### config.mk
export PLATFORM = sky130hd
export DESIGN_NAME = rmq_div
export DESIGN_NICKNAME = d
export VERILOG_FILES = /design/src/design/rmq_pkg.sv /design/src/design/rmq_div.sv
export SDC_FILE = /design/constraint.sdc
export NUM_CORES = 1
export LEC_CHECK = 0
export BUFFER_PORTS_ARGS = -buffer_cell sky130_fd_sc_hd__buf_2
export CAP_MARGIN = 30
export CORE_MARGIN = 1.5
export CORE_UTILIZATION = 50
export DETAILED_ROUTE_END_ITERATION = 16
export PLACE_DENSITY = 0.68
export SYNTH_ARGS = -nofsm -noshare
export SYNTH_HDL_FRONTEND = slang
export SYNTH_SLANG_ARGS = --single-unit
### constraint.sdc
create_clock -name i_clk -period 6.2 [get_ports i_clk]
set_input_delay 1.24 -clock i_clk [delete_from_list [all_inputs] [get_ports i_clk]]
set_output_delay 1.24 -clock i_clk [all_outputs]
set_load 0.02 [all_outputs]
### src/design/rmq_pkg.sv
`timescale 1ns / 1ps
// ----------------------------------------------------------------------------
// rmq_pkg
// Shared types, widths and constants of the matrix to quaternion pipeline.
// ----------------------------------------------------------------------------
package rmq_pkg;

    localparam int FRAC_BITS = 14;
    localparam int IN_W      = 16;
    localparam int RAD_W     = IN_W + 2;                       // signed radicand
    localparam int NUM_W     = IN_W + 1;                       // signed sum or difference
    localparam int ROOT_W    = (RAD_W - 1 + FRAC_BITS + 1) / 2;
    localparam int SQ_W      = 2 * ROOT_W;                     // padded root operand
    localparam int REM_W     = ROOT_W + 3;
    localparam int S_W       = ROOT_W + 1;
    localparam int N_W       = NUM_W + FRAC_BITS;              // scaled dividend
    localparam int Q_W       = IN_W;
    localparam int CMP_W     = S_W + Q_W;

    localparam logic signed [RAD_W-1:0] ONE = RAD_W'(1) <<< FRAC_BITS;

    typedef enum logic [1:0] {
        BR_TRACE = 2'd0,
        BR_M00   = 2'd1,
        BR_M11   = 2'd2,
        BR_M22   = 2'd3
    } t_branch;

    typedef struct packed {
        logic                        degen;
        t_branch                     branch;
        logic [2:0][NUM_W-1:0]       num;
    } t_side;

    typedef struct packed {
        logic           ovf;
        logic           neg;
        logic [Q_W-1:0] q;
    } t_quo;

endpackage

### src/design/rmq_div.sv
`timescale 1ns / 1ps
// ----------------------------------------------------------------------------
// rmq_div
// Pipelined restoring divider, one quotient bit per stage, with overflow.
// ----------------------------------------------------------------------------
module rmq_div (
    input  logic                             i_clk,
    input  logic                             i_rst_n,
    input  logic                             i_en,
    input  logic                             i_vld,
    input  logic [rmq_pkg::NUM_W-1:0]        i_num,
    input  logic [rmq_pkg::S_W-1:0]          i_den,
    output logic                             o_vld,
    output rmq_pkg::t_quo                    o_quo
);

    localparam int NS = rmq_pkg::Q_W;

    logic                        r_vld [NS];
    logic [rmq_pkg::CMP_W-1:0]   r_n   [NS];
    logic [rmq_pkg::S_W-1:0]     r_s   [NS];
    rmq_pkg::t_quo               r_quo [NS];

    logic [rmq_pkg::NUM_W-1:0]   mag;
    logic [rmq_pkg::CMP_W-1:0]   n0;
    rmq_pkg::t_quo               quo0;

    always_comb begin
        mag  = i_num[rmq_pkg::NUM_W-1] ? (~i_num + 1'b1) : i_num;
        n0   = rmq_pkg::CMP_W'({mag, {rmq_pkg::FRAC_BITS{1'b0}}});
        quo0.neg = i_num[rmq_pkg::NUM_W-1];
        quo0.ovf = (n0 >= (rmq_pkg::CMP_W'(i_den) << rmq_pkg::Q_W));
        quo0.q   = '0;
    end

    for (genvar k = 0; k < NS; k++) begin : g_stage
        localparam int SH = NS - 1 - k;
        logic                      p_vld;
        logic [rmq_pkg::CMP_W-1:0] p_n, dsh, n_n;
        logic [rmq_pkg::S_W-1:0]   p_s;
        rmq_pkg::t_quo             p_quo, n_quo;

        if (k == 0) begin : g_first
            assign p_vld = i_vld;
            assign p_n   = n0;
            assign p_s   = i_den;
            assign p_quo = quo0;
        end else begin : g_next
            assign p_vld = r_vld[k-1];
            assign p_n   = r_n[k-1];
            assign p_s   = r_s[k-1];
            assign p_quo = r_quo[k-1];
        end

        always_comb begin
            dsh   = rmq_pkg::CMP_W'(p_s) << SH;
            n_quo = p_quo;
            if (p_n >= dsh) begin
                n_n         = p_n - dsh;
                n_quo.q[SH] = 1'b1;
            end else begin
                n_n = p_n;
            end
        end

        always_ff @(posedge i_clk) begin
            if (!i_rst_n) begin
                r_vld[k] <= 1'b0;
            end else if (i_en) begin
                r_vld[k] <= p_vld;
            end
            if (i_en) begin
                r_n[k]   <= n_n;
                r_s[k]   <= p_s;
                r_quo[k] <= n_quo;
            end
        end
    end

    assign o_vld = r_vld[NS-1];
    assign o_quo = r_quo[NS-1];

endmodule

Word level (Yosys, flattened, before mapping) --
Memories as Yosys holds them, arrays and structs flattened. Index checks and enable logic that the tools add are counted.
Operators by class: add/subtract/negate cells 17, magnitude comparators 17, muxes and demuxes 54, bitwise operators 17
Operator list (count):
- 33-bit two-way mux | 16
- 1-bit two-way mux | 37
- 31-bit by 33-bit >= comparator with 1-bit output | 1
- 33-bit by 17-bit >= comparator with 1-bit output | 1
- 33-bit by 18-bit >= comparator with 1-bit output | 1
- 33-bit by 19-bit >= comparator with 1-bit output | 1
- 33-bit by 20-bit >= comparator with 1-bit output | 1
- 33-bit by 21-bit >= comparator with 1-bit output | 1
- 33-bit by 22-bit >= comparator with 1-bit output | 1
- 33-bit by 23-bit >= comparator with 1-bit output | 1
- 33-bit by 24-bit >= comparator with 1-bit output | 1
- 33-bit by 25-bit >= comparator with 1-bit output | 1
- 33-bit by 26-bit >= comparator with 1-bit output | 1
- 33-bit by 27-bit >= comparator with 1-bit output | 1
- 33-bit by 28-bit >= comparator with 1-bit output | 1
- 33-bit by 29-bit >= comparator with 1-bit output | 1
- 33-bit by 30-bit >= comparator with 1-bit output | 1
- 33-bit by 31-bit >= comparator with 1-bit output | 1
- 31-bit by 32-bit subtractor with 33-bit output | 1
- 33-bit by 17-bit subtractor with 33-bit output | 1
- 33-bit by 18-bit subtractor with 33-bit output | 1
- 33-bit by 19-bit subtractor with 33-bit output | 1
- 33-bit by 20-bit subtractor with 33-bit output | 1
- 33-bit by 21-bit subtractor with 33-bit output | 1
- 15 further kinds | 30
Word-level totals: flip-flop bits (word level) 0, memory bits (writable) 1104, bits of input ports 38, output and inout port bits 19, logic and storage cells 109, memories kept 4
Memories:
- r_n | words 16, width 33, read ports 15, clocked after Yosys merged registers in 0, wr ports 16, RTL line rmq_div.sv:20 | logic [rmq_pkg::CMP_W-1:0] r_n [NS];
- r_quo | words 16, width 18, read ports 16, clocked after Yosys merged registers in 0, wr ports 16, RTL line rmq_div.sv:22 | rmq_pkg::t_quo r_quo [NS];
- r_s | words 16, width 17, read ports 15, clocked after Yosys merged registers in 0, wr ports 16, RTL line rmq_div.sv:21 | logic [rmq_pkg::S_W-1:0] r_s [NS];
- r_vld | words 16, width 1, read ports 16, clocked after Yosys merged registers in 0, wr ports 16, RTL line rmq_div.sv:19 | logic r_vld [NS];

Logic depth before layout (Yosys ltp) --
depth in word-level cells 5, gate-level depth with buffers 18, gate-level depth less buffers 18

Least setup slack after synthesis --
Ideal clock, no wire load.
kind input to register, start input i_num[5] in the netlist's numbering, end memory r_n[0][24] in the netlist's numbering, data pin, library setup time 0.260 ns, arrival time 4.770 ns, required time 5.940 ns, setup slack 1.170 ns, stages on the path 16, path buffers 1, cells stage by stage or3_1 -> or2_2 -> nor2_1 -> nand2_1 -> or3_1 -> nand2_1 -> xnor2_1 -> ha_1 -> a21o_1 -> a21o_1 -> a21o_1 -> a211oi_1 -> or3_1 -> o21ai_1 -> clkbuf_1 -> mux2_2
RTL lines:
- start, declared | RTL line rmq_div.sv:11 | input logic [rmq_pkg::NUM_W-1:0] i_num,
- end, declared | RTL line rmq_div.sv:20

==> impl_metrics.tcl <==
set metrics [dict create \
    syn2layout_area_growth_pct 10.41 \
    synth_ff_type "edfxtp_1" \
    path_clk_slew_ps 60 \
    die_h_um 300.3 \
    cts_max_path_buffers 3 \
    clock_latency_ps 640 \
    portBuffers 56 \
    first_pass_iters 8 \
    crit_required_ps 6580 \
    diodes 0 \
    syn_area_sq_um 44180 \
    worst_pin_slew_ps 1021 \
    antenna_found_initial 1 \
    max-cap-violations 0 \
    power_mw 20.52 \
    seq_area_frac_synth_pct 55.37 \
    path_class "input pin to flip-flop" \
    rows 108 \
    start_util_pct 50.69 \
    whs_path_depth 0 \
    routed_wl_um 87630 \
    end_kind "flip-flop" \
    core_sq_um 87160 \
    fin_tns_setup_ps 0 \
    cp-start-kind "input pin" \
    final_area_sq_um 48780 \
    layout_common_cells "edfxtp_1, inv_1, ha_1" \
    die_width_um 300.3 \
    clock_sinks 815 \
    grt_pass1_vias 28700 \
    final_common_cell "edfxtp_1" \
    hold_violations 0 \
    slew_headroom_pct 31.86 \
    cts.repair.resized 0 \
    setup_viol 0 \
    power_density_nw_per_um2 420.6 \
    hpwl_um 64650 \
    grt-ovfl-total 0 \
    grt_setup_unrepaired "no" \
    grt_pass1_wl_um 143200 \
    post_cts_buffers 0 \
    placed_cell_area_sq_um 45960 \
    fin_crit_sh_pct 77.48 \
    dp_cells 5022 \
    outcome "finished clean" \
    post_synth_inst_count 3857 \
    fin_nets 4296 \
    cts_max_level 3 \
    peakVddDrop_v 0.0002304 \
    grt_max_degree 167 \
    ys_types 77 \
    synth_area_per_cell_sq_um 11.45 \
    finClkSkew_ps 21.64 \
    numCtsBuffers 87 \
    period_needed_ps 4804 \
    finalNonFillerCells 5178 \
    hold_class "flip-flop to flip-flop" \
    crit_fanout 11 \
    synth_fp_nets 4196 \
    crit_arrival_ps 5190 \
    slew_violations 0 \
    ant_nets 0 \
    yosysWarnings 0 \
    p_leak_nw 18.82 \
    die_area_sq_um 90150 \
    synthArstFlopShare_pct 0 \
    clock-root-buffer "clkbuf_16" \
    synth-edff-count 814 \
    first_iter_violations 1920 \
    final_util_pct 55.96 \
    ctsHoldBuffers 0 \
    drc 0 \
    grt_usage_pct 19.57 \
    gp_congestion 0.9360 \
    cts_tree "done" \
    synth_seq_cells 815 \
    wl_per_cell_um 16.92 \
    vias_per_cell 5.594 \
    fmax_ghz 0.2082 \
    worstRegToRegCells 9 \
    drive_gt1_share_pct 7.905 \
    routed-via-count 28960 \
    ios 57 \
]
-- registers in the layout (all words and copies together), names as in the netlist --
name   cells
r_n      376
r_quo    168
r_s      255
r_vld     16
-- cell usage after synthesis (52+ instances only) --
| library cell | instances | area [sq um] |
|---|---|---|
| nand2b_1 | 65 | 406.6 |
| inv_1 | 351 | 1318 |
| nor2_1 | 246 | 923.4 |
| nand4_1 | 52 | 325.3 |
| nor3_1 | 82 | 410.4 |
| xor2_1 | 133 | 1165 |
| nand2_1 | 276 | 1036 |
| o21a_1 | 52 | 390.4 |
| clkbuf_1 | 66 | 247.7 |
| mux2_2 | 61 | 686.9 |
| ha_1 | 286 | 3578 |
| a21oi_1 | 241 | 1206 |
| o21ai_0 | 258 | 1291 |
| a21o_1 | 71 | 533.0 |
| xnor2_1 | 175 | 1533 |
| edfxtp_1 | 814 | 24440 |
| nand3_1 | 66 | 330.3 |
-- report_power, final --
group | switching, mW | internal (mW) | total, mW
clock | 2.10 | 2.96 | 5.06
combinational | 3.98 | 3.07 | 7.05
sequential | 0.745 | 7.66 | 8.41
-- path summary, 6_finish.rpt --
path	to	slack [ps]	startpoint
max	r_n[0][22]	1400	i_num[5]
min reg2reg	r_quo[0][50]	410	r_quo[0][32]
min	r_quo[0][50]	410	r_quo[0][32]
max reg2reg	r_n[0][93]	2300	r_n[0][48]
-- cell type report --
type,count,area (sq um)
tap,1155,1445
sequential,815,24460
timing repair buffer,80,573.1
clock inverter,50,541.8
fill,7204,38380
multi-input combinational,2621,18190
inverter,352,1321
clock buffer,105,2245
-- cells by family after synthesis --
family | after synthesis | share of synthesized area [%]
AOI/OAI and AO/OA | 870 | 12.25
muxes | 71 | 1.781
DFF | 815 | 55.37
xor gates and xnor gates | 308 | 6.106
buffers and inverters | 421 | 3.583
and+or+nand+nor | 1071 | 12.13
adders and majority gates | 301 | 8.780
-- per-layer routing --
metal | GRT usage (%) | part of all wire [%]
met1 | 22.77 | 41
met4 | 7.407 | 3.7
met5 | 0 | 0
met3 | 2.688 | 3.6
met2 | 36.34 | 52
-- metrics by stage --
step | hold slack, ps | worst slack, ps
detailed placement | 404.5 | 762.5
CTS | 412.4 | 1420
global route | 415.1 | 1149
global placement | 400.4 | 713.1
floorplan | 400.3 | 1170
finish | 410.7 | 1396
-- critical path: stages --
cell and delay [ps]:
buf_2 110, or3_1 380, or2_2 310, nor2_1 100, nand2_1 80, or3_1 370
nand2_1 100, xnor2_1 120, ha_1 420, a21o_1 190, a21o_1 130, a21o_1 140
a211oi_1 70, or3_1 360, o21ai_1 400, buf_4 310, mux2_2 350
Power figures use the tool's default switching activity.
