--- src/design/rmq_pkg.sv ---
`timescale 1ns / 1ps
// ----------------------------------------------------------------------------
// rmq_pkg
// Shared types, widths and constants of the matrix to quaternion pipeline.
// ----------------------------------------------------------------------------
package rmq_pkg;

    localparam int FRAC_BITS = 14;
    localparam int IN_W      = 16;
    localparam int RAD_W     = IN_W + 2;                       // signed radicand
    localparam int NUM_W     = IN_W + 1;                       // signed sum or difference
    localparam int ROOT_W    = (RAD_W - 1 + FRAC_BITS + 1) / 2;
    localparam int SQ_W      = 2 * ROOT_W;                     // padded root operand
    localparam int REM_W     = ROOT_W + 3;
    localparam int S_W       = ROOT_W + 1;
    localparam int N_W       = NUM_W + FRAC_BITS;              // scaled dividend
    localparam int Q_W       = IN_W;
    localparam int CMP_W     = S_W + Q_W;

    localparam logic signed [RAD_W-1:0] ONE = RAD_W'(1) <<< FRAC_BITS;

    typedef enum logic [1:0] {
        BR_TRACE = 2'd0,
        BR_M00   = 2'd1,
        BR_M11   = 2'd2,
        BR_M22   = 2'd3
    } t_branch;

    typedef struct packed {
        logic                        degen;
        t_branch                     branch;
        logic [2:0][NUM_W-1:0]       num;
    } t_side;

    typedef struct packed {
        logic           ovf;
        logic           neg;
        logic [Q_W-1:0] q;
    } t_quo;

endpackage

--- src/design/rmq_front.sv ---
`timescale 1ns / 1ps
// ----------------------------------------------------------------------------
// rmq_front
// Branch choice, radicand and the three numerators, one register stage.
// ----------------------------------------------------------------------------
module rmq_front (
    input  logic                             i_clk,
    input  logic                             i_rst_n,
    input  logic                             i_en,
    input  logic                             i_vld,
    input  logic [9*rmq_pkg::IN_W-1:0]       i_mat,
    output logic                             o_vld,
    output logic [rmq_pkg::SQ_W-1:0]         o_rad,
    output rmq_pkg::t_side                   o_side
);

    logic signed [rmq_pkg::RAD_W-1:0] m [9];
    logic signed [rmq_pkg::RAD_W-1:0] t, rad;
    rmq_pkg::t_branch                 br;
    logic                             r_vld;
    logic [rmq_pkg::SQ_W-1:0]         r_rad;
    rmq_pkg::t_side                   r_side;
    rmq_pkg::t_side                   n_side;
    logic [rmq_pkg::SQ_W-1:0]         n_rad;

    always_comb begin
        for (int k = 0; k < 9; k++) begin
            m[k] = rmq_pkg::RAD_W'($signed(i_mat[k*rmq_pkg::IN_W +: rmq_pkg::IN_W]));
        end
        t = rmq_pkg::ONE + m[0] + m[4] + m[8];
        if (t > 0) begin
            br  = rmq_pkg::BR_TRACE;
            rad = t;
        end else if (m[0] > m[4] && m[0] > m[8]) begin
            br  = rmq_pkg::BR_M00;
            rad = rmq_pkg::ONE + m[0] - m[4] - m[8];
        end else if (m[4] > m[8]) begin
            br  = rmq_pkg::BR_M11;
            rad = rmq_pkg::ONE + m[4] - m[0] - m[8];
        end else begin
            br  = rmq_pkg::BR_M22;
            rad = rmq_pkg::ONE + m[8] - m[0] - m[4];
        end
        n_side.branch = br;
        n_side.degen  = (rad <= 0);
        // Numerators in output order, skipping the component that takes r/2.
        case (br)
            rmq_pkg::BR_TRACE: begin
                n_side.num[0] = rmq_pkg::NUM_W'(m[7] - m[5]);
                n_side.num[1] = rmq_pkg::NUM_W'(m[2] - m[6]);
                n_side.num[2] = rmq_pkg::NUM_W'(m[3] - m[1]);
            end
            rmq_pkg::BR_M00: begin
                n_side.num[0] = rmq_pkg::NUM_W'(m[1] + m[3]);
                n_side.num[1] = rmq_pkg::NUM_W'(m[2] + m[6]);
                n_side.num[2] = rmq_pkg::NUM_W'(m[7] - m[5]);
            end
            rmq_pkg::BR_M11: begin
                n_side.num[0] = rmq_pkg::NUM_W'(m[3] + m[1]);
                n_side.num[1] = rmq_pkg::NUM_W'(m[7] + m[5]);
                n_side.num[2] = rmq_pkg::NUM_W'(m[2] - m[6]);
            end
            default: begin
                n_side.num[0] = rmq_pkg::NUM_W'(m[2] + m[6]);
                n_side.num[1] = rmq_pkg::NUM_W'(m[7] + m[5]);
                n_side.num[2] = rmq_pkg::NUM_W'(m[3] - m[1]);
            end
        endcase
        if (n_side.degen) begin
            n_rad = '0;
        end else begin
            n_rad = rmq_pkg::SQ_W'({rad[rmq_pkg::RAD_W-2:0], {rmq_pkg::FRAC_BITS{1'b0}}});
        end
    end

    always_ff @(posedge i_clk) begin
        if (!i_rst_n) begin
            r_vld <= 1'b0;
        end else if (i_en) begin
            r_vld <= i_vld;
        end
        if (i_en) begin
            r_rad  <= n_rad;
            r_side <= n_side;
        end
    end

    assign o_vld  = r_vld;
    assign o_rad  = r_rad;
    assign o_side = r_side;

endmodule

--- config.mk ---
export PLATFORM = sky130hd
export DESIGN_NAME = rmq_front
export DESIGN_NICKNAME = d
export VERILOG_FILES = /design/src/design/rmq_pkg.sv /design/src/design/rmq_front.sv
export SDC_FILE = /design/constraint.sdc
export NUM_CORES = 1
export LEC_CHECK = 0
export BUFFER_PORTS_ARGS = -buffer_cell sky130_fd_sc_hd__buf_2
export CORE_ASPECT_RATIO = 1.1
export CORE_MARGIN = 2
export CORE_UTILIZATION = 59
export DETAILED_ROUTE_END_ITERATION = 7
export PLACE_DENSITY = 0.89
export SYNTH_ARGS = -nofsm -noshare
export SYNTH_HDL_FRONTEND = slang
export SYNTH_SLANG_ARGS = --single-unit
--- constraint.sdc ---
create_clock -name i_clk -period 7.3 [get_ports i_clk]
set_clock_uncertainty 0.2 [all_clocks]
set_input_delay 1.825 -clock i_clk [delete_from_list [all_inputs] [get_ports i_clk]]
set_output_delay 1.825 -clock i_clk [all_outputs]
set_load 0.01 [all_outputs]
Word level (Yosys, flattened, before mapping)
Cells that the tools add are included.
{"block": "classes", "add_sub_neg": 17, "n_lt_le_gt_ge": 5, "eq_ne": 2, "mux": 7, "n_reduce_logical": 2}
{"cell": "51-bit case mux with 3 select lines", "n": 1}
{"cell": "18-bit 2-to-1 mux", "n": 3}
{"cell": "17-bit by 16-bit subtractor with 18-bit output", "n": 3}
{"cell": "18-bit by 16-bit subtractor with 18-bit output", "n": 3}
{"cell": "16-bit by 16-bit adder with 17-bit output", "n": 3}
{"cell": "16-bit by 16-bit adder with 17-bit output, first input constant", "n": 3}
{"cell": "16-bit by 16-bit subtractor with 17-bit output", "n": 3}
{"cell": "16-bit > comparator", "n": 3}
{"cell": "17-bit by 16-bit adder with 18-bit output", "n": 1}
{"cell": "18-bit by 16-bit adder with 18-bit output", "n": 1}
{"cell": "18-bit by 1-bit > comparator with 1-bit output, second input constant", "n": 1}
{"cell": "18-bit by 1-bit less-or-equal comparator with 1-bit output, second input constant", "n": 1}
{"cell": "2-bit 2-to-1 mux", "n": 2}
{"cell": "2-bit by 1-bit equality test with 1-bit output, second input constant", "n": 1}
{"cell": "2-bit equality test, second input constant", "n": 1}
{"cell": "2-bit zero test", "n": 1}
{"cell": "1-bit logical AND", "n": 1}
{"cell": "1-bit 2-to-1 mux", "n": 1}
{"block": "totals", "regBits": 87, "inputBits": 148, "out_inout_bits": 87, "word_cells": 41}

Logic depth before layout (Yosys ltp)
{"block": "logic_depth", "depth_word": 7, "ltp_mapped": 19, "mapped_depth_nobuf": 19}

Least setup slack after synthesis
Ideal clock, no wire load.
{"block": "synth_path", "path_type": "input -> register", "from": "input port i_mat[6] (netlist name)", "to": "register r_rad, in the netlist o_rad[25], data pin", "setup_ns": 0.262, "t_arrival_ns": 5.193, "required_time_ns": 6.838, "path_slack_ns": 1.644, "path_stages": 17, "path_buffers": 2, "cell_sequence": "inv_1 -> fa_1 -> buf_2 -> inv_1 -> ha_1 -> ha_1 -> a21o_1 -> a22oi_1 -> a31oi_1 -> o22ai_1 -> o21ai_0 -> xnor2_1 -> nor2_1 -> o31ai_1 -> o2111a_1 -> buf_2 -> o21ai_0"}
{"block": "synth_via", "elab_chain_len": 6, "elab_cells_between_ends": 17, "classes_between": "add/sub: 9; order compare: 4; mux: 3; reduce/logical: 1"}
{"element": "from (decl)", "line": "rmq_front.sv:11", "text": "input logic [9*rmq_pkg::IN_W-1:0] i_mat,"}
{"element": "16-bit by 16-bit adder with 17-bit output (tied with other cells)", "line": "rmq_front.sv:30, rmq_front.sv:36"}
{"element": "17-bit by 16-bit adder with 18-bit output (tied with other cells)", "line": "rmq_front.sv:30", "text": "t = rmq_pkg::ONE + m[0] + m[4] + m[8];"}
{"element": "18-bit by 16-bit adder with 18-bit output (tied with other cells)", "line": "rmq_front.sv:30"}
{"element": "18-bit by 1-bit > comparator with 1-bit output or 18-bit 2-to-1 mux (tied branches)", "line": "rmq_front.sv:31, rmq_front.sv:34"}
{"element": "18-bit 2-to-1 mux *", "line": "rmq_front.sv:31", "text": "if (t > 0) begin"}
{"element": "18-bit by 1-bit less-or-equal comparator with 1-bit output", "line": "rmq_front.sv:45", "text": "n_side.degen = (rad <= 0);"}
{"element": "to (signal assigned)", "line": "rmq_front.sv:83", "text": "r_rad <= n_rad;"}
{"element": "to (decl)", "line": "rmq_front.sv:21", "text": "logic [rmq_pkg::SQ_W-1:0] r_rad;"}
Every way passes the cells marked *; elsewhere a longest branch is shown, timed or not.
A chain may end at the register's enable or synchronous reset.

==> impl_metrics.csv <==
group,metric,value,unit
clock_network,cts_resized,0,
power,leakage,8.03,nW
clock_network,cts_tree,"yes",
cells_and_area,fin_util,0.658,
drt,top_layer_used,"met5",
drt,antenna_left,0,
floorplan,die-area,26700,um2
synth,async_flop_share,0,
cells_and_area,drive_gt1_frac,0.141,
clock_network,clock_sinks,72,
sta,hold_violations,0,
worst_setup_path,r2r_slack,6.51,ns
clock_network,cts_buffers,9,
synth,synthFlopType,"edfxtp_1",
synth,synthCells,1786,
sta,setup_ws,0.732,ns
drt,postRouteWirelength,44000,um
worst_setup_path,crit_type,"primary input to flip-flop",
floorplan,start_util,0.596,
grt,grt_start_max_net_pins,73,
sta,tns,0,ns
synth,synth_edf_count,71,
placement,port_buffers,219,
drt,post-route-drc-count,0,
floorplan,die_w,156,um
clock_network,cts_root_buf,"clkbuf_16",
drt,route.met3.wl,3010,um
placement,dp_slack,0.515,ns
clock_network,ctsHoldBuffers,0,
worst_setup_path,startpoint_type,"primary input",
placement,gp_congestion,0.984,
sta,rsz0062_at_grt,"no",
sta,tightest_slew,1.23,ns
power,irDropWorstVdd,0.000160,V
sta,finalCriticalPeriod,6.57,ns
sta,slew_headroom,0.161,
drt,initialDrtViolationCount,1134,
drt,vias_per_cell,5.98,
flow_run,max_cap_viol_count,0,
floorplan,rows,61,
cells_and_area,n_fill_cell,2110,
sta,period_share,0.900,
floorplan,die_h,171,um
clock_network,insertion_delay,0.33,ns
grt,antenna_found_initial,3,
drt,drtPass1Iterations,5,
worst_setup_path,worstPathArrival,6.43,ns
drt,met1_length,16800,um
synth,ys_ff_latch,72,
placement,place_hpwl,36900,um
drt,wl_per_cell,19.2,um
grt,overflow,0,
floorplan,fp.coreArea,25200,um2
outcome,status,"finished clean",
grt,grt_usage,0.325,
sta,setup_viol,0,
worst_hold_path,hold_class,"flip-flop to flip-flop",
clock_network,cts_buffer_depth,2,
synth,syn_avg_cell_area,8.41,um2
cells_and_area,layout.nets,2474,
clock_network,htree_levels,3,
synth,yosysWarnings,0,
synth,syn_area,15000,um2
grt,grt_pass1_wl,68100,um
power,p_per_area,217,nW/um2
worst_setup_path,cp.required,7.17,ns
sta,drv_slew,0,
floorplan,io_pins,235,
sta,fmax,0.152,GHz
drt,wl_met2,21400,um
worst_setup_path,critPathCaptureType,"flip-flop",
clock_network,post_cts_buffers,0,
synth,post_synth_num_cell_types,88,
drt,vias,13700,
grt,grt_pass1_vias,13500,
synth,yosysSeqAreaShare,0.143,
worst_setup_path,critPathMaxFanout,8,
clock_network,path_clk_slew,0.05,ns
cells_and_area,area_growth,10.4,%
sta,whs,0.321,ns
[final timing paths]
check / startpoint / end / depth (start not counted)
hold / removal: o_vld / o_vld / 2
setup reg to reg: o_vld / o_vld / 2
hold reg to reg: o_vld / o_vld / 2
setup / recovery: i_mat[1] / o_side[19] / 17
[logic make-up after synthesis]
logic type / count (synthesis) / synth area share
AO/OA/AOI/OAI: 453 / 0.200
buffers and inverters: 283 / 0.0776
AND/OR/NAND/NOR: 457 / 0.146
other: 1 / 0.000250
adder cells (fa/ha/maj): 356 / 0.334
XOR/XNOR: 139 / 0.0816
flip-flops: 72 / 0.143
multiplexers: 25 / 0.0171
[state kept, by name, summed over array words and instances, names as in the netlist]
signal,count
o_rad,17
o_vld,1
o_side,54
[cell usage after synthesis (28+ instances only)]
master | n | area, um2
edfxtp_1 | 71 | 2130
xor2_1 | 47 | 412
clkbuf_1 | 33 | 124
nor2b_1 | 38 | 238
nand2_1 | 124 | 465
a21oi_1 | 117 | 586
o21ai_0 | 100 | 500
nand3_1 | 28 | 140
nor2_1 | 127 | 477
ha_1 | 281 | 3520
nor3_1 | 46 | 230
inv_1 | 212 | 796
xnor2_1 | 91 | 797
fa_1 | 75 | 1500
[final cells by class]
type / count / area (um2) / area share
clock inverter: 4 / 47.5 / 0.00287
antenna: 3 / 7.51 / 0.000453
multi-input combinational: 1445 / 11800 / 0.710
timing repair buffer: 229 / 1170 / 0.0708
clock buffer: 12 / 236 / 0.0143
inverter: 213 / 800 / 0.0482
tap: 315 / 394 / 0.0238
sequential: 72 / 2150 / 0.130
[worst max-delay path, stage by stage]
cell	delay (ns)
buf_2	0.18
inv_1	0.12
fa_1	0.55
inv_1	0.05
ha_1	0.23
fa_1	0.47
a21oi_1	0.33
o211ai_1	0.20
o2111ai_1	0.21
o211ai_2	0.20
a311oi_2	0.32
o21ai_0	0.16
xnor2_1	0.22
o21ai_0	0.86
o221ai_1	0.26
o21ai_1	0.13
o21ai_0	0.11
[per-stage QoR]
step | area, um2 | instances | total power [mW]
2_1_floorplan | 15100 | 1800 | 2.38
3_3_place_gp | 16300 | 2274 | 3.06
3_5_place_dp | 16300 | 2274 | 3.11
4_1_cts | 16600 | 2290 | 3.55
5_1_grt | 16600 | 2290 | 3.84
6_report | 16600 | 2293 | 3.60
[layout by cell type (no fill, tap or decap), drive strengths merged, types with 10 or more instances in the layout]
cell and n:
a211oi 10, a21o 24, a21oi 117, a31oi 16, buf 229, clkbuf 12
conb 15, edfxtp 71, fa 75, ha 281, inv 213, mux2i 20
nand2 124, nand2b 19, nand3 28, nor2 128, nor2b 38, nor3 46
o211ai 16, o21a 14, o21ai 104, o21bai 20, o22ai 20, o31ai 26
or3 20, xnor2 91, xor2 48
[metal layers]
metal  up-vias  global-route usage
met5         -                   0
met4         2               0.186
met3       143              0.0464
met2       595               0.585
met1      6458               0.368
li1       6503                   -
[power by group]
group          total, mW  switching [mW]  internal, mW  leakage (nW)
Combinational       2.40            1.47         0.930          7.20
Clock              0.432           0.169         0.264         0.137
Sequential         0.769          0.0876         0.681         0.700
Total               3.60            1.73          1.87          8.03
Note: power is estimated with default switching activity, not from simulation.
