## src/design/rmq_pkg.sv

```systemverilog
`timescale 1ns / 1ps
// ----------------------------------------------------------------------------
// rmq_pkg
// Shared types, widths and constants of the matrix to quaternion pipeline.
// ----------------------------------------------------------------------------
package rmq_pkg;

    localparam int FRAC_BITS = 14;
    localparam int IN_W      = 16;
    localparam int RAD_W     = IN_W + 2;                       // signed radicand
    localparam int NUM_W     = IN_W + 1;                       // signed sum or difference
    localparam int ROOT_W    = (RAD_W - 1 + FRAC_BITS + 1) / 2;
    localparam int SQ_W      = 2 * ROOT_W;                     // padded root operand
    localparam int REM_W     = ROOT_W + 3;
    localparam int S_W       = ROOT_W + 1;
    localparam int N_W       = NUM_W + FRAC_BITS;              // scaled dividend
    localparam int Q_W       = IN_W;
    localparam int CMP_W     = S_W + Q_W;

    localparam logic signed [RAD_W-1:0] ONE = RAD_W'(1) <<< FRAC_BITS;

    typedef enum logic [1:0] {
        BR_TRACE = 2'd0,
        BR_M00   = 2'd1,
        BR_M11   = 2'd2,
        BR_M22   = 2'd3
    } t_branch;

    typedef struct packed {
        logic                        degen;
        t_branch                     branch;
        logic [2:0][NUM_W-1:0]       num;
    } t_side;

    typedef struct packed {
        logic           ovf;
        logic           neg;
        logic [Q_W-1:0] q;
    } t_quo;

endpackage

```

## src/design/rmq_sqrt.sv

```systemverilog
`timescale 1ns / 1ps
// ----------------------------------------------------------------------------
// rmq_sqrt
// Pipelined integer square root, one root bit per stage, with side data.
// ----------------------------------------------------------------------------
module rmq_sqrt (
    input  logic                             i_clk,
    input  logic                             i_rst_n,
    input  logic                             i_en,
    input  logic                             i_vld,
    input  logic [rmq_pkg::SQ_W-1:0]         i_rad,
    input  rmq_pkg::t_side                   i_side,
    output logic                             o_vld,
    output logic [rmq_pkg::ROOT_W-1:0]       o_root,
    output rmq_pkg::t_side                   o_side
);

    localparam int NS = rmq_pkg::ROOT_W;

    logic                       r_vld  [NS];
    logic [rmq_pkg::SQ_W-1:0]   r_v    [NS];
    logic [rmq_pkg::REM_W-1:0]  r_rem  [NS];
    logic [rmq_pkg::ROOT_W-1:0] r_root [NS];
    rmq_pkg::t_side             r_side [NS];

    for (genvar k = 0; k < NS; k++) begin : g_stage
        logic                       p_vld;
        logic [rmq_pkg::SQ_W-1:0]   p_v;
        logic [rmq_pkg::REM_W-1:0]  p_rem, rem_sh, trial;
        logic [rmq_pkg::ROOT_W-1:0] p_root;
        rmq_pkg::t_side             p_side;
        logic [rmq_pkg::REM_W-1:0]  n_rem;
        logic [rmq_pkg::ROOT_W-1:0] n_root;

        if (k == 0) begin : g_first
            assign p_vld  = i_vld;
            assign p_v    = i_rad;
            assign p_rem  = '0;
            assign p_root = '0;
            assign p_side = i_side;
        end else begin : g_next
            assign p_vld  = r_vld[k-1];
            assign p_v    = r_v[k-1];
            assign p_rem  = r_rem[k-1];
            assign p_root = r_root[k-1];
            assign p_side = r_side[k-1];
        end

        always_comb begin
            rem_sh = {p_rem[rmq_pkg::REM_W-3:0], p_v[rmq_pkg::SQ_W-1 -: 2]};
            trial  = rmq_pkg::REM_W'({p_root, 2'b01});
            if (rem_sh >= trial) begin
                n_rem  = rem_sh - trial;
                n_root = {p_root[rmq_pkg::ROOT_W-2:0], 1'b1};
            end else begin
                n_rem  = rem_sh;
                n_root = {p_root[rmq_pkg::ROOT_W-2:0], 1'b0};
            end
        end

        always_ff @(posedge i_clk) begin
            if (!i_rst_n) begin
                r_vld[k] <= 1'b0;
            end else if (i_en) begin
                r_vld[k] <= p_vld;
            end
            if (i_en) begin
                r_v[k]    <= p_v << 2;
                r_rem[k]  <= n_rem;
                r_root[k] <= n_root;
                r_side[k] <= p_side;
            end
        end
    end

    assign o_vld  = r_vld[NS-1];
    assign o_root = r_root[NS-1];
    assign o_side = r_side[NS-1];

endmodule

```

## config.mk

```make
export PLATFORM = sky130hd
export DESIGN_NAME = rmq_sqrt
export DESIGN_NICKNAME = d
export VERILOG_FILES = /design/src/design/rmq_pkg.sv /design/src/design/rmq_sqrt.sv
export SDC_FILE = /design/constraint.sdc
export NUM_CORES = 1
export LEC_CHECK = 0
export ABC_AREA = 1
export BUFFER_PORTS_ARGS = -buffer_cell sky130_fd_sc_hd__buf_2
export CORE_ASPECT_RATIO = 1.75
export CORE_MARGIN = 3
export CORE_UTILIZATION = 30
export CTS_CLUSTER_DIAMETER = 50
export CTS_CLUSTER_SIZE = 10
export DETAILED_ROUTE_END_ITERATION = 12
export PLACE_DENSITY = 0.47
export RECOVER_POWER = 100
export SYNTH_ARGS = -nofsm -noshare
export SYNTH_HDL_FRONTEND = slang
export SYNTH_SLANG_ARGS = --single-unit
```

## constraint.sdc

```tcl
create_clock -name i_clk -period 2.7 [get_ports i_clk]
set_input_delay 0.27 -clock i_clk [delete_from_list [all_inputs] [get_ports i_clk]]
set_output_delay 0.27 -clock i_clk [all_outputs]
set_load 0.01 [all_outputs]
```

* Yosys cells after proc, flatten, opt, wreduce, memory -nomap -nowiden
Memory sizes are Yosys's and may differ from the RTL's.
Index checks and enable logic that the tools add are counted.
** Storage, ports and cells
- Bits in registers :: 0
- RAM bits :: 1920
- Input bits :: 90
- Output and inout port bits :: 71
- Word-level logic and storage cells :: 106
- Memories kept :: 5
** Memories
- r_side :: words 16, bits a word 54, rd ports 16, clocked after Yosys merged registers in 0, write ports 16, line rmq_sqrt.sv:24 : rmq_pkg::t_side r_side [NS];
- r_v :: words 16, bits a word 30, rd ports 15, clocked after Yosys merged registers in 0, write ports 16, line rmq_sqrt.sv:21 : logic [rmq_pkg::SQ_W-1:0] r_v [NS];
- r_rem :: words 16, bits a word 19, rd ports 15, clocked after Yosys merged registers in 0, write ports 16, line rmq_sqrt.sv:22 : logic [rmq_pkg::REM_W-1:0] r_rem [NS];
- r_root :: words 16, bits a word 16, rd ports 16, clocked after Yosys merged registers in 0, write ports 16, line rmq_sqrt.sv:23 : logic [rmq_pkg::ROOT_W-1:0] r_root [NS];
- r_vld :: words 16, bits a word 1, rd ports 16, clocked after Yosys merged registers in 0, write ports 16, line rmq_sqrt.sv:20 : logic r_vld [NS];
** Cells by class
- Add/subtract/negate cells :: 16
- Order comparisons :: 16
- Mux-type cells :: 53
- Bitwise gates (word level) :: 16
** Operator list (count)
- 2-to-1 mux 19 bit :: 16
- >= comparator 19 x 18 -> 1 bit :: 15
- subtractor 19 x 18 -> 19 bit :: 15
- 2-to-1 mux 1 bit :: 37
- bitwise OR 1 bit :: 16
- subtractor 2 x 1 -> 3 bit, second input constant :: 1
- >= comparator 2 x 1 -> 1 bit, second input constant :: 1

* Longest topological paths before layout
Gate-level depths: netlist (run 1).
- Depth after elaboration :: 4
- Depth in mapped cells :: 14
- Gate-level depth less buffers :: 14

* Least setup slack after synthesis (run 1)
No wires, ideal clock.
- Path kind :: flip-flop to flip-flop
- From :: memory r_rem[1][46] (netlist name)
- To :: memory r_rem[1][65] (netlist name), data pin
- Setup time :: 0.254 ns
- Arrival time :: 1.638 ns
- Data required time :: 2.446 ns
- Slack :: 0.808 ns
- Cell stages (with the launch flop) :: 11
- Path buffers :: 1
- Period minus slack after synthesis :: 1.892 ns
- Cells stage by stage :: edfxtp_1 ha_1 nand2_2 inv_2 nand2_1 nand2_1 a21oi_4 nand4_4 buf_6 nand2_1 nand2_1
** RTL lines (line)
- from (decl) :: rmq_sqrt.sv:22

==> reports/qor.tcl, run 1 <==
set qor(outcome) {finished with violations}
set qor(violations) {max-capacitance violations, max-slew violations}
set qor(hpwlAfterDp_um) 82100
set qor(max_clock_freq_mhz) 380
set qor(number_of_library_cell_types_mapped_by_synthesis) 51
set qor(hold_class) {input port to flop}
set qor(layout.cells.non_filler) 7443
set qor(gp_congestion) 0.890
set qor(timing.slew.headroom) -0.177
set qor(syn-cell-area_um2) 58800
set qor(synth_seq_area_share) 0.763
set qor(cp_slowest_cell) {edfxtp_1}
set qor(worst_ir_drop_vdd_mv) 0.502
set qor(gr-total-overflow) 0
set qor(setup_slack_ns) 0.0684
set qor(clk_root_buffer_cell) {clkbuf_16}
set qor(post-route-min-period_ns) 2.63
set qor(power.share.switching) 0.237
set qor(grt_util_all_layers) 0.116
set qor(setup_total_negative_slack_ns) 0
set qor(synthesis.area_per_instance_um2) 13.6
set qor(synth_top_cell_by_area) {edfxtp_1}
set qor(synthArstFlopShare) 0
set qor(power.share.sequential) 0.515
set qor(cts_max_path_buffers) 4
set qor(post-place-cells) 7120
set qor(crit_chain) {ha_1 -> a21oi_2 -> nand3_1 -> nor2_1 -> nand2_1 -> inv_1 -> buf_12 -> a21oi_1}
set qor(powerDensity_nw_per_um2) 803
set qor(timing.critical_path.required_ns) 3.24
set qor(die_width_um) 341
set qor(regToRegStartpoint) {r_rem[0][80]}
set qor(fin_worst_skew_ns) 0.0881
set qor(drv_cap) 3
set qor(routed_via_density) 4.25
set qor(cell_with_the_most_instances_after_synthesis) {edfxtp_1}
set qor(r2r-end) {r_rem[0][110]}
set qor(synth_top_area_frac) 0.763
set qor(ioPinCount) 161
set qor(ys_top_cells_by_count) {edfxtp_1 (1492), nand2_1 (1091), inv_1 (619)}
set qor(ys_ff_latch) 1493
set qor(finalHoldViolations) 0
set qor(insertion_delay_ns) 0.81
set qor(layout.core_utilization) 0.354
set qor(via_count) 31601
set qor(power.total_mw) 55.3
set qor(finalCritPeriodShare) 0.975
set qor(ys_dominant_reg_cell) {edfxtp_1}
set qor(die_y_um) 591
set qor(holdPathStages) 2
set qor(critPathKind) {flop to flop}
set qor(tritoncts.num_buffers) 187
set qor(path_clk_slew_ns) 0.06
set qor(detail_route.first_pass.iterations) 5
set qor(worstRegToRegCells) 8
set qor(cp_max_fo) 10
set qor(synth-warning-count) 0
set qor(rsz0062_at_grt) {false}
set qor(syn_nets) 4568
set qor(whs_endpoint) {r_side[0][49]}
set qor(route.detailed.wl_per_inst_um) 15.8
set qor(crit_family) {simple AND/OR/NAND/NOR gates}
set qor(timing_worst_slew_pin_value_ns) 1.77
set qor(drt_first_iter_violations) 1520
set qor(cp.arrival_ns) 3.17
set qor(power.combinational.fraction) 0.098
set qor(row_count) 214
set qor(h-tree-depth) 4
set qor(first_pass_grt_wire_length_um) 182000
set qor(r2r_setup_slack_ns) 0.07
set qor(initial_antenna_violation_count) 2
set qor(critPathLaunchType) {flop}
set qor(cts.sink_count) 1493
set qor(highest_cell_delay_on_the_worst_timing_path_ns) 0.40
set qor(setup_violations) 0
set qor(switching_power_mw) 13.1
set qor(pin_count_of_the_biggest_net_entering_global_routing) 111
set qor(maxSlewViolCount) 202
set qor(crit_buf_inv) 2
set qor(holdCritStartpoint) {i_side[49]}
set qor(drc) 0
set qor(synth_cells) 4326
set qor(grt_pass1_vias) 33425
set qor(nets) 5049
set qor(routed_wl_um) 117000
set qor(pwr-share-clk) 0.387
set qor(critical_path.endpoint_type) {flop}
set qor(placement.setup.worst_slack_ns) -0.0280
set qor(starting_density) 0.302
set qor(route.antenna.remaining_nets) 0
set qor(synth_top_cells_by_area) {edfxtp_1 (76%), nand2_1 (7.0%), inv_1 (4.0%)}
set qor(p_leak_nw) 27.3
set qor(area_growth_syn_to_layout_pct) 17.2
set qor(tritoncts) {built}
set qor(floorplan.core_area_um2) 194000
set qor(intPower_mw) 42.2
set qor(die-area_um2) 201000
set qor(synth_edf_count) 1492
set qor(cts_post_setup_buffers_inserted) 0
set qor(share_of_layout_cells_above_drive_strength_1) 0.0903
set qor(port_buffers) 160
## worst reg2reg max path: stages (launching register included)
cell	delay, ns
edfxtp_1	0.40
ha_1	0.40
a21oi_2	0.29
nand3_1	0.26
nor2_1	0.26
nand2_1	0.30
inv_1	0.25
buf_12	0.17
a21oi_1	0.06
## power by group through the flow
stage               Clock [mW]  Combinational (mW)  Sequential (mW)
finish                    21.4                5.42             28.5
global route              23.3                6.21             28.6
CTS                       22.5                5.62             28.5
detailed placement           0                5.50             28.9
global placement             0                5.46             28.9
floorplan                    0                3.52             28.6
## repair_timing
| action | 4_1_cts | 5_1_grt |
|---|---|---|
| hold endpoints to repair | 116 | 0 |
| setup endpoints to repair | 7 | 20 |
| pin swaps | 0 | 0 |
| resized for setup | 1 | 2 |
| hold buffers | 90 | 0 |
## flip-flops by register name, summed over array words and instances, names as in the netlist
register / flops
r_rem: 237
r_root: 136
r_vld: 16
r_v: 240
r_side: 864
## metrics by stage
| step | hold slack (ns) | instance area (µm²) |
|---|---|---|
| 6_report | 0.165 | 68900 |
| 5_1_grt | 0.104 | 68900 |
| 4_1_cts | 0.0632 | 69400 |
| 3_5_place_dp | 0.405 | 63400 |
| 3_3_place_gp | 0.400 | 63400 |
| 2_1_floorplan | 0.369 | 58800 |
## area by class of cell
class	instances	area (µm²)
Antenna cell	1	2.50
Clock buffer	200	4810
Clock inverter	32	288
Fill cell	18985	126000
Inverter	634	2380
Multi-Input combinational cell	2163	11200
Sequential cell	1493	44800
Tap cell	2592	3240
Timing Repair Buffer	328	2120
## logic make-up after synthesis
family | Yosys count | share of synthesized area
AO/OA/AOI/OAI | 212 | 0.0198
XOR/XNOR | 84 | 0.0125
adder cells (fa/ha/maj) | 152 | 0.0324
buffers and inverters | 670 | 0.0452
flip-flops | 1493 | 0.763
other | 1 | 0.0000638
AND/OR/NAND/NOR | 1714 | 0.127
## worst max-delay path by stage
| stage | to | from | cells past startpoint | slack (ns) |
|---|---|---|---|---|
| 2_1_floorplan | r_rem[1][65] | r_rem[1][46] | 10 | 0.81 |
| 3_3_place_gp | r_rem[0][110] | r_rem[0][80] | 8 | -0.03 |
| 3_5_place_dp | r_rem[0][110] | r_rem[0][80] | 8 | -0.03 |
| 4_1_cts | r_rem[1][126] | r_rem[1][96] | 9 | 0.02 |
| 5_1_grt | r_rem[1][104] | r_rem[1][76] | 9 | 0.008 |
| 6_report | r_rem[0][110] | r_rem[0][80] | 8 | 0.07 |
## cells in the final DEF, fill, tap and decap left out, types with 4 or more instances in the layout
cell	count
nand2_1	1098
nand3_1	171
inv_2	11
nor2_4	9
o21bai_1	10
o21ai_0	59
xor2_1	58
buf_2	70
nor2_1	205
clkinv_2	6
clkbuf_16	191
or2_2	9
buf_4	27
nor2_2	13
and2_1	6
clkbuf_4	7
clkbuf_1	119
nand4_1	93
ha_1	152
o21ai_1	10
xnor2_1	26
clkinv_4	4
nor3_2	6
nor3_1	35
nand3b_1	27
edfxtp_1	1492
clkbuf_2	18
buf_12	5
a21oi_1	115
nand2_2	22
inv_6	6
dlygate4sd3_1	90
clkinv_1	7
o21a_1	4
nand3_2	5
inv_1	623
clkinvlp_4	5
## layer usage
layer  GRT usage  part of all wire
met1       0.106              0.34
met2       0.232              0.56
met3      0.0212             0.036
met4      0.0720             0.064
met5           0                 0
Note: power is estimated with default switching activity, not from simulation.
==> run 2, diff against run 1 <==
--- a/config.mk
+++ b/config.mk
@@ -13,7 +13,7 @@
 export CTS_CLUSTER_DIAMETER = 50
 export CTS_CLUSTER_SIZE = 10
 export DETAILED_ROUTE_END_ITERATION = 12
-export PLACE_DENSITY = 0.47
+export PLACE_DENSITY = 0.46
 export RECOVER_POWER = 100
 export SYNTH_ARGS = -nofsm -noshare
 export SYNTH_HDL_FRONTEND = slang
==> run 2 against run 1 <==
Sequential share of layout area fell by 0.14 points. The flow now finishes without violations. Largest cell class unchanged. Critical endpoint is now r_rem[0][134]. Count of clock-buffer cells in the layout rose by 7. Fmax rose by 4.5%. Combinational power rose by 0.7%. Power rose by 0.89%. Critical path depth rose by 3. Highest routed layer unchanged. Global-route usage rose by 0.24 points.
==> reports/qor.tcl, run 2 (same netlist as run 1, synthesis figures left out) <==
set qor(pin_count_of_the_biggest_net_entering_global_routing) 128
set qor(ioPinCount) 161
set qor(drc) 0
set qor(worst_ir_drop_vdd_mv) 0.467
set qor(routed_wl_um) 120000
set qor(die_width_um) 341
set qor(r2r_setup_slack_ns) 0.18
set qor(clk_root_buffer_cell) {clkbuf_16}
set qor(critPathLaunchType) {flop}
set qor(share_of_layout_cells_above_drive_strength_1) 0.0919
set qor(holdPathStages) 2
set qor(route.antenna.remaining_nets) 0
set qor(insertion_delay_ns) 0.81
set qor(path_clk_slew_ns) 0.06
set qor(hold_class) {input port to flop}
set qor(cts.sink_count) 1493
set qor(timing.slew.headroom) 0.158
set qor(finalCritPeriodShare) 0.933
set qor(layout.cell_area.non_filler_um2) 69000
set qor(mostFrequentLayoutCells) {edfxtp_1 (1492), nand2_1 (1096), inv_1 (620)}
set qor(power.share.sequential) 0.509
set qor(worstRegToRegCells) 11
set qor(die_y_um) 591
set qor(cp.arrival_ns) 3.00
set qor(post-place-cells) 7126
set qor(critical_path.endpoint_type) {flop}
set qor(detail_route.first_pass.iterations) 5
set qor(largest_register_ffs) 864
set qor(rsz0062_at_grt) {false}
set qor(power.share.switching) 0.239
set qor(h-tree-depth) 4
set qor(r2r-end) {r_rem[0][134]}
set qor(finalHoldWorstSlack_ns) 0.153
set qor(power.combinational.fraction) 0.098
set qor(starting_density) 0.302
set qor(port_buffers) 160
set qor(highest_cell_delay_on_the_worst_timing_path_ns) 0.42
set qor(critPathKind) {flop to flop}
set qor(max_clock_freq_mhz) 397
set qor(timing.critical_path.required_ns) 3.18
set qor(p_leak_nw) 27.4
set qor(switching_power_mw) 13.4
set qor(reg_top3) {r_side: 864 flops, r_v: 240 flops, r_rem: 237 flops}
set qor(fin_worst_skew_ns) 0.0778
set qor(area_growth_syn_to_layout_pct) 17.5
set qor(hpwlAfterDp_um) 84100
set qor(grt_pass1_vias) 33553
set qor(tritoncts.num_buffers) 189
set qor(layout_commonest_cell) {edfxtp_1}
set qor(die-area_um2) 201000
set qor(cp_max_fo) 13
set qor(power.total_mw) 55.8
set qor(route.detailed.wl_per_inst_um) 16.1
set qor(layout.core_utilization) 0.355
set qor(drt_first_iter_violations) 1507
set qor(routed_via_density) 4.23
set qor(crit_buf_inv) 4
set qor(tritoncts) {built}
set qor(crit_family) {simple AND/OR/NAND/NOR gates}
set qor(crit_chain) {ha_1 -> clkbuf_1 -> nand2_1 -> inv_1 -> nand2_1 -> inv_1 -> nand3_1 -> nand3_1 -> nor2_2 -> clkbuf_2 -> o21ai_1}
set qor(pwr-share-clk) 0.393
set qor(first_pass_grt_wire_length_um) 184000
set qor(cp_slowest_cell) {nor2_2}
set qor(regToRegStartpoint) {r_rem[0][120]}
set qor(floorplan.core_area_um2) 194000
set qor(timing_worst_slew_pin_value_ns) 1.26
set qor(post_dp_cell_area_um2) 63400
set qor(gr-total-overflow) 0
set qor(outcome) {complete, no violations}
set qor(finalHoldViolations) 0
set qor(whs_endpoint) {r_side[0][30]}
set qor(regMostFlops) {r_side}
set qor(maxSlewViolCount) 0
set qor(initial_antenna_violation_count) 2
set qor(setup_violations) 0
set qor(holdCritStartpoint) {i_side[30]}
set qor(powerDensity_nw_per_um2) 808
set qor(cts_max_path_buffers) 4
set qor(nets) 5058
set qor(drv_cap) 0
set qor(post-route-min-period_ns) 2.52
set qor(intPower_mw) 42.4
set qor(grt_util_all_layers) 0.119
set qor(gp_congestion) 0.881
set qor(layout.cells.non_filler) 7459
set qor(row_count) 214
set qor(via_count) 31576
==> run 2: cell types whose count changed in the layout (fill, tap and decap cells not counted), sizes merged <==
cell,previous run,this run
inv,640,643
clkinvlp,5,3
clkbuf,335,344
dlygate4sd3,90,91
bufinv,2,4
buf,103,107
clkinv,19,17
diode,1,2
==> run 2: worst max path at each step <==
stage                  start             to  slack [ns]  depth (start not counted)
4_1_cts         r_rem[1][97]  r_rem[1][126]        0.04                          9
3_3_place_gp   r_rem[0][116]  r_rem[0][133]       -0.03                         10
2_1_floorplan   r_rem[1][46]   r_rem[1][65]        0.81                         10
6_report       r_rem[0][120]  r_rem[0][134]        0.18                         11
5_1_grt        r_rem[0][120]  r_rem[0][134]        0.04                         11
3_5_place_dp   r_rem[0][116]  r_rem[0][133]       -0.02                         10
==> run 2: final cells by class <==
type | count | area (µm²)
diodes | 2 | 5.00
fillers | 18950 | 125000
well taps | 2592 | 3240
multi-input cells | 2163 | 11200
clock buffers | 207 | 4840
flip-flops and latches | 1493 | 44800
inverters | 634 | 2380
repair buffers | 335 | 2200
clock inverters | 33 | 334
==> run 2: stage by stage <==
stage	TNS (ns)	setup WS [ns]
after global routing	0	0.0372
after floorplan	0	0.808
after CTS	0	0.0398
final	0	0.181
after global placement	-0.0664	-0.0255
after detailed placement	-0.0301	-0.0202
==> run 2: power by group through the flow <==
stage               combinational [mW]  clock [mW]  sequential (mW)
floorplan                         3.52           0             28.6
global placement                  5.51           0             28.9
detailed placement                5.55           0             28.9
CTS                               5.66        23.0             28.4
global route                      6.23        23.8             28.6
finish                            5.46        21.9             28.4
==> run 2: timing repair <==
item | CTS | global route
endpoints found under the hold margin | 107 | 0
endpoints found under the setup margin | 3 | 18
gates resized for setup | 1 | 2
hold buffers | 91 | 0
buffers inserted | 0 | 0
==> run 2: routing by layer <==
| metal | global-route usage | wire [µm] | vias up |
|---|---|---|---|
| li1 | - | - | 15745 |
| met2 | 0.236 | 67600 | 575 |
| met1 | 0.108 | 39900 | 14863 |
| met3 | 0.0199 | 4050 | 393 |
| met5 | 0 | 0 | - |
| met4 | 0.0792 | 8390 | 0 |
==> run 3, diff against run 2 <==
--- a/config.mk
+++ b/config.mk
@@ -7,7 +7,6 @@
 export LEC_CHECK = 0
 export ABC_AREA = 1
 export BUFFER_PORTS_ARGS = -buffer_cell sky130_fd_sc_hd__buf_2
-export CORE_ASPECT_RATIO = 1.75
 export CORE_MARGIN = 3
 export CORE_UTILIZATION = 30
 export CTS_CLUSTER_DIAMETER = 50
==> run 3 against run 2 <==
Worst setup slack improved by 0.087 ns. Cell count increased by 0.94%. Power increased by 3.9%. The run now ends with max-capacitance violations, max-slew violations left. Routed wire length decreased by 9.2%. Die area decreased by 0.10%. Via count decreased by 0.42%. Critical path type is now input port to flop. Combinational power decreased by 4%. Cell area increased by 1.3%. Sequential share of layout area decreased by 0.83 points. Fmax increased by 3.6%. Hold slack got worse by 0.024 ns. Flip-flop and latch count unchanged.
==> reports/qor.tcl, run 3 (same netlist as run 1, synthesis figures left out) <==
set qor(starting_density) 0.303
set qor(power.combinational.fraction) 0.091
set qor(drc) 0
set qor(pin_count_of_the_biggest_net_entering_global_routing) 97
set qor(initial_antenna_violation_count) 3
set qor(tritoncts.num_buffers) 197
set qor(insertion_delay_ns) 0.83
set qor(area_growth_syn_to_layout_pct) 19.0
set qor(crit_buf_inv) 4
set qor(layout_commonest_cell) {edfxtp_1}
set qor(timing.critical_path.required_ns) 3.16
set qor(outcome) {finished with violations}
set qor(switching_power_mw) 14.0
set qor(worst_ir_drop_vdd_mv) 0.588
set qor(path_clk_slew_ns) 0.05
set qor(largest_register_ffs) 864
set qor(route.antenna.remaining_nets) 0
set qor(gr-total-overflow) 0
set qor(critPathKind) {input port to flop}
set qor(die_width_um) 449
set qor(layout.cells.non_filler) 7529
set qor(via_count) 31442
set qor(maxSlewViolCount) 109
set qor(cp.arrival_ns) 2.89
set qor(hold_class) {input port to flop}
set qor(critical_path.endpoint_type) {flop}
set qor(max_clock_freq_mhz) 411
set qor(post-place-cells) 7137
set qor(cp_max_fo) 53
set qor(power.total_mw) 58.0
set qor(port_buffers) 160
set qor(violations) {max-capacitance violations, max-slew violations}
set qor(route.detailed.wl_per_inst_um) 14.5
set qor(intPower_mw) 44.0
set qor(ioPinCount) 161
set qor(die-area_um2) 201000
set qor(crit_chain) {dlygate4sd3_1 -> buf_12 -> dlymetal6s4s_1 -> clkbuf_2}
set qor(holdCritStartpoint) {i_side[3]}
set qor(grt_pass1_vias) 32184
set qor(fin_worst_skew_ns) 0.0708
set qor(placement.setup.worst_slack_ns) 0.351
set qor(row_count) 161
set qor(reg_top3) {r_side: 864 flops, r_v: 240 flops, r_rem: 237 flops}
set qor(clk_root_buffer_cell) {clkbuf_16}
set qor(hpwlAfterDp_um) 74700
set qor(crit_family) {buffers and inverters}
set qor(detail_route.first_pass.iterations) 5
set qor(die_y_um) 449
set qor(first_pass_grt_wire_length_um) 174000
set qor(layout.cell_area.non_filler_um2) 69900
set qor(critPathLaunchType) {input port}
set qor(routed_wl_um) 109000
set qor(regToRegStartpoint) {r_rem[1][58]}
set qor(cts.sink_count) 1493
set qor(post-route-min-period_ns) 2.43
set qor(power.share.sequential) 0.491
set qor(gp_congestion) 0.829
set qor(pwr-share-clk) 0.418
set qor(grt_util_all_layers) 0.108
set qor(cp_slowest_cell) {dlymetal6s4s_1}
set qor(num-fill-cells) 18660
set qor(register_cell_area_after_layout_um2) 44800
set qor(multiInputGateArea_um2) 11200
set qor(setup_slack_ns) 0.268
set qor(timing.slew.headroom) -0.206
set qor(setup_total_negative_slack_ns) 0
set qor(regMostFlops) {r_side}
set qor(powerDensity_nw_per_um2) 829
set qor(share_of_layout_cells_above_drive_strength_1) 0.0948
set qor(routed_via_density) 4.18
set qor(rsz0062_at_grt) {false}
set qor(nets) 5060
set qor(worst_setup_path_start) {i_en}
set qor(h-tree-depth) 4
set qor(r2r_setup_slack_ns) 0.29
set qor(highest_cell_delay_on_the_worst_timing_path_ns) 1.19
set qor(floorplan.core_area_um2) 194000
set qor(cts_max_path_buffers) 3
set qor(setup_violations) 0
set qor(drv_cap) 2
set qor(timing_worst_slew_pin_value_ns) 1.81
set qor(p_leak_nw) 27.7
set qor(tritoncts) {built}
set qor(drt_first_iter_violations) 1820
set qor(finalHoldViolations) 0
set qor(post_dp_cell_area_um2) 63400
set qor(mostFrequentLayoutCells) {edfxtp_1 (1492), nand2_1 (1094), inv_1 (624)}
set qor(finalCritPeriodShare) 0.901
set qor(power.share.switching) 0.241
## run 3: power groups by stage
stage	clock network (mW)	logic (mW)	registers [mW]
after floorplan	0	3.52	28.6
after global placement	0	5.36	28.9
after detailed placement	0	5.37	28.9
after CTS	25.3	5.49	28.5
after global routing	26.3	6.12	28.6
final	24.3	5.26	28.5
## run 3: worst register-to-register path, delay by kind of cell, from the launching register on
kind | cells | cell delay [ns]
buffers and inverters | 1 | 0.07
flip-flops | 1 | 0.46
adder cells (fa/ha/maj) | 1 | 0.43
AND/OR/NAND/NOR | 9 | 1.20
## run 3: cell type report
class                           count  share of cell area
Sequential cell                  1493               0.641
Multi-Input combinational cell   2163               0.160
Clock buffer                      220              0.0717
Tap cell                         2608              0.0467
Inverter                          634              0.0340
Timing Repair Buffer              329              0.0298
Clock inverter                     78              0.0164
Antenna cell                        4            0.000143
## run 3: routing by layer
layer,vias up,track usage,wire (µm)
li1,15812,-,-
met1,14849,0.135,47700
met2,524,0.182,52900
met3,257,0.0250,4680
met4,0,0.0450,3740
met5,-,0,0
## run 3: path summary, 6_finish.rpt
| kind | cells after the start | to |
|---|---|---|
| min | 2 | r_side[0][3] |
| max reg2reg | 11 | r_rem[1][86] |
| max | 4 | r_v[0][128] |
| min reg2reg | 0 | r_v[0][73] |
## run 3: through the flow
stage,hold WS (ns),utilization
floorplan,0.369,-
CTS,0.0336,0.364
finish,0.129,0.361
global placement,0.400,0.327
detailed placement,0.405,0.327
global route,0.0626,0.361
## run 3: timing repair
item	4_1_cts	5_1_grt
hold endpoints to repair	111	0
hold buffers	90	0
setup buffers	0	0
resized for setup	0	0
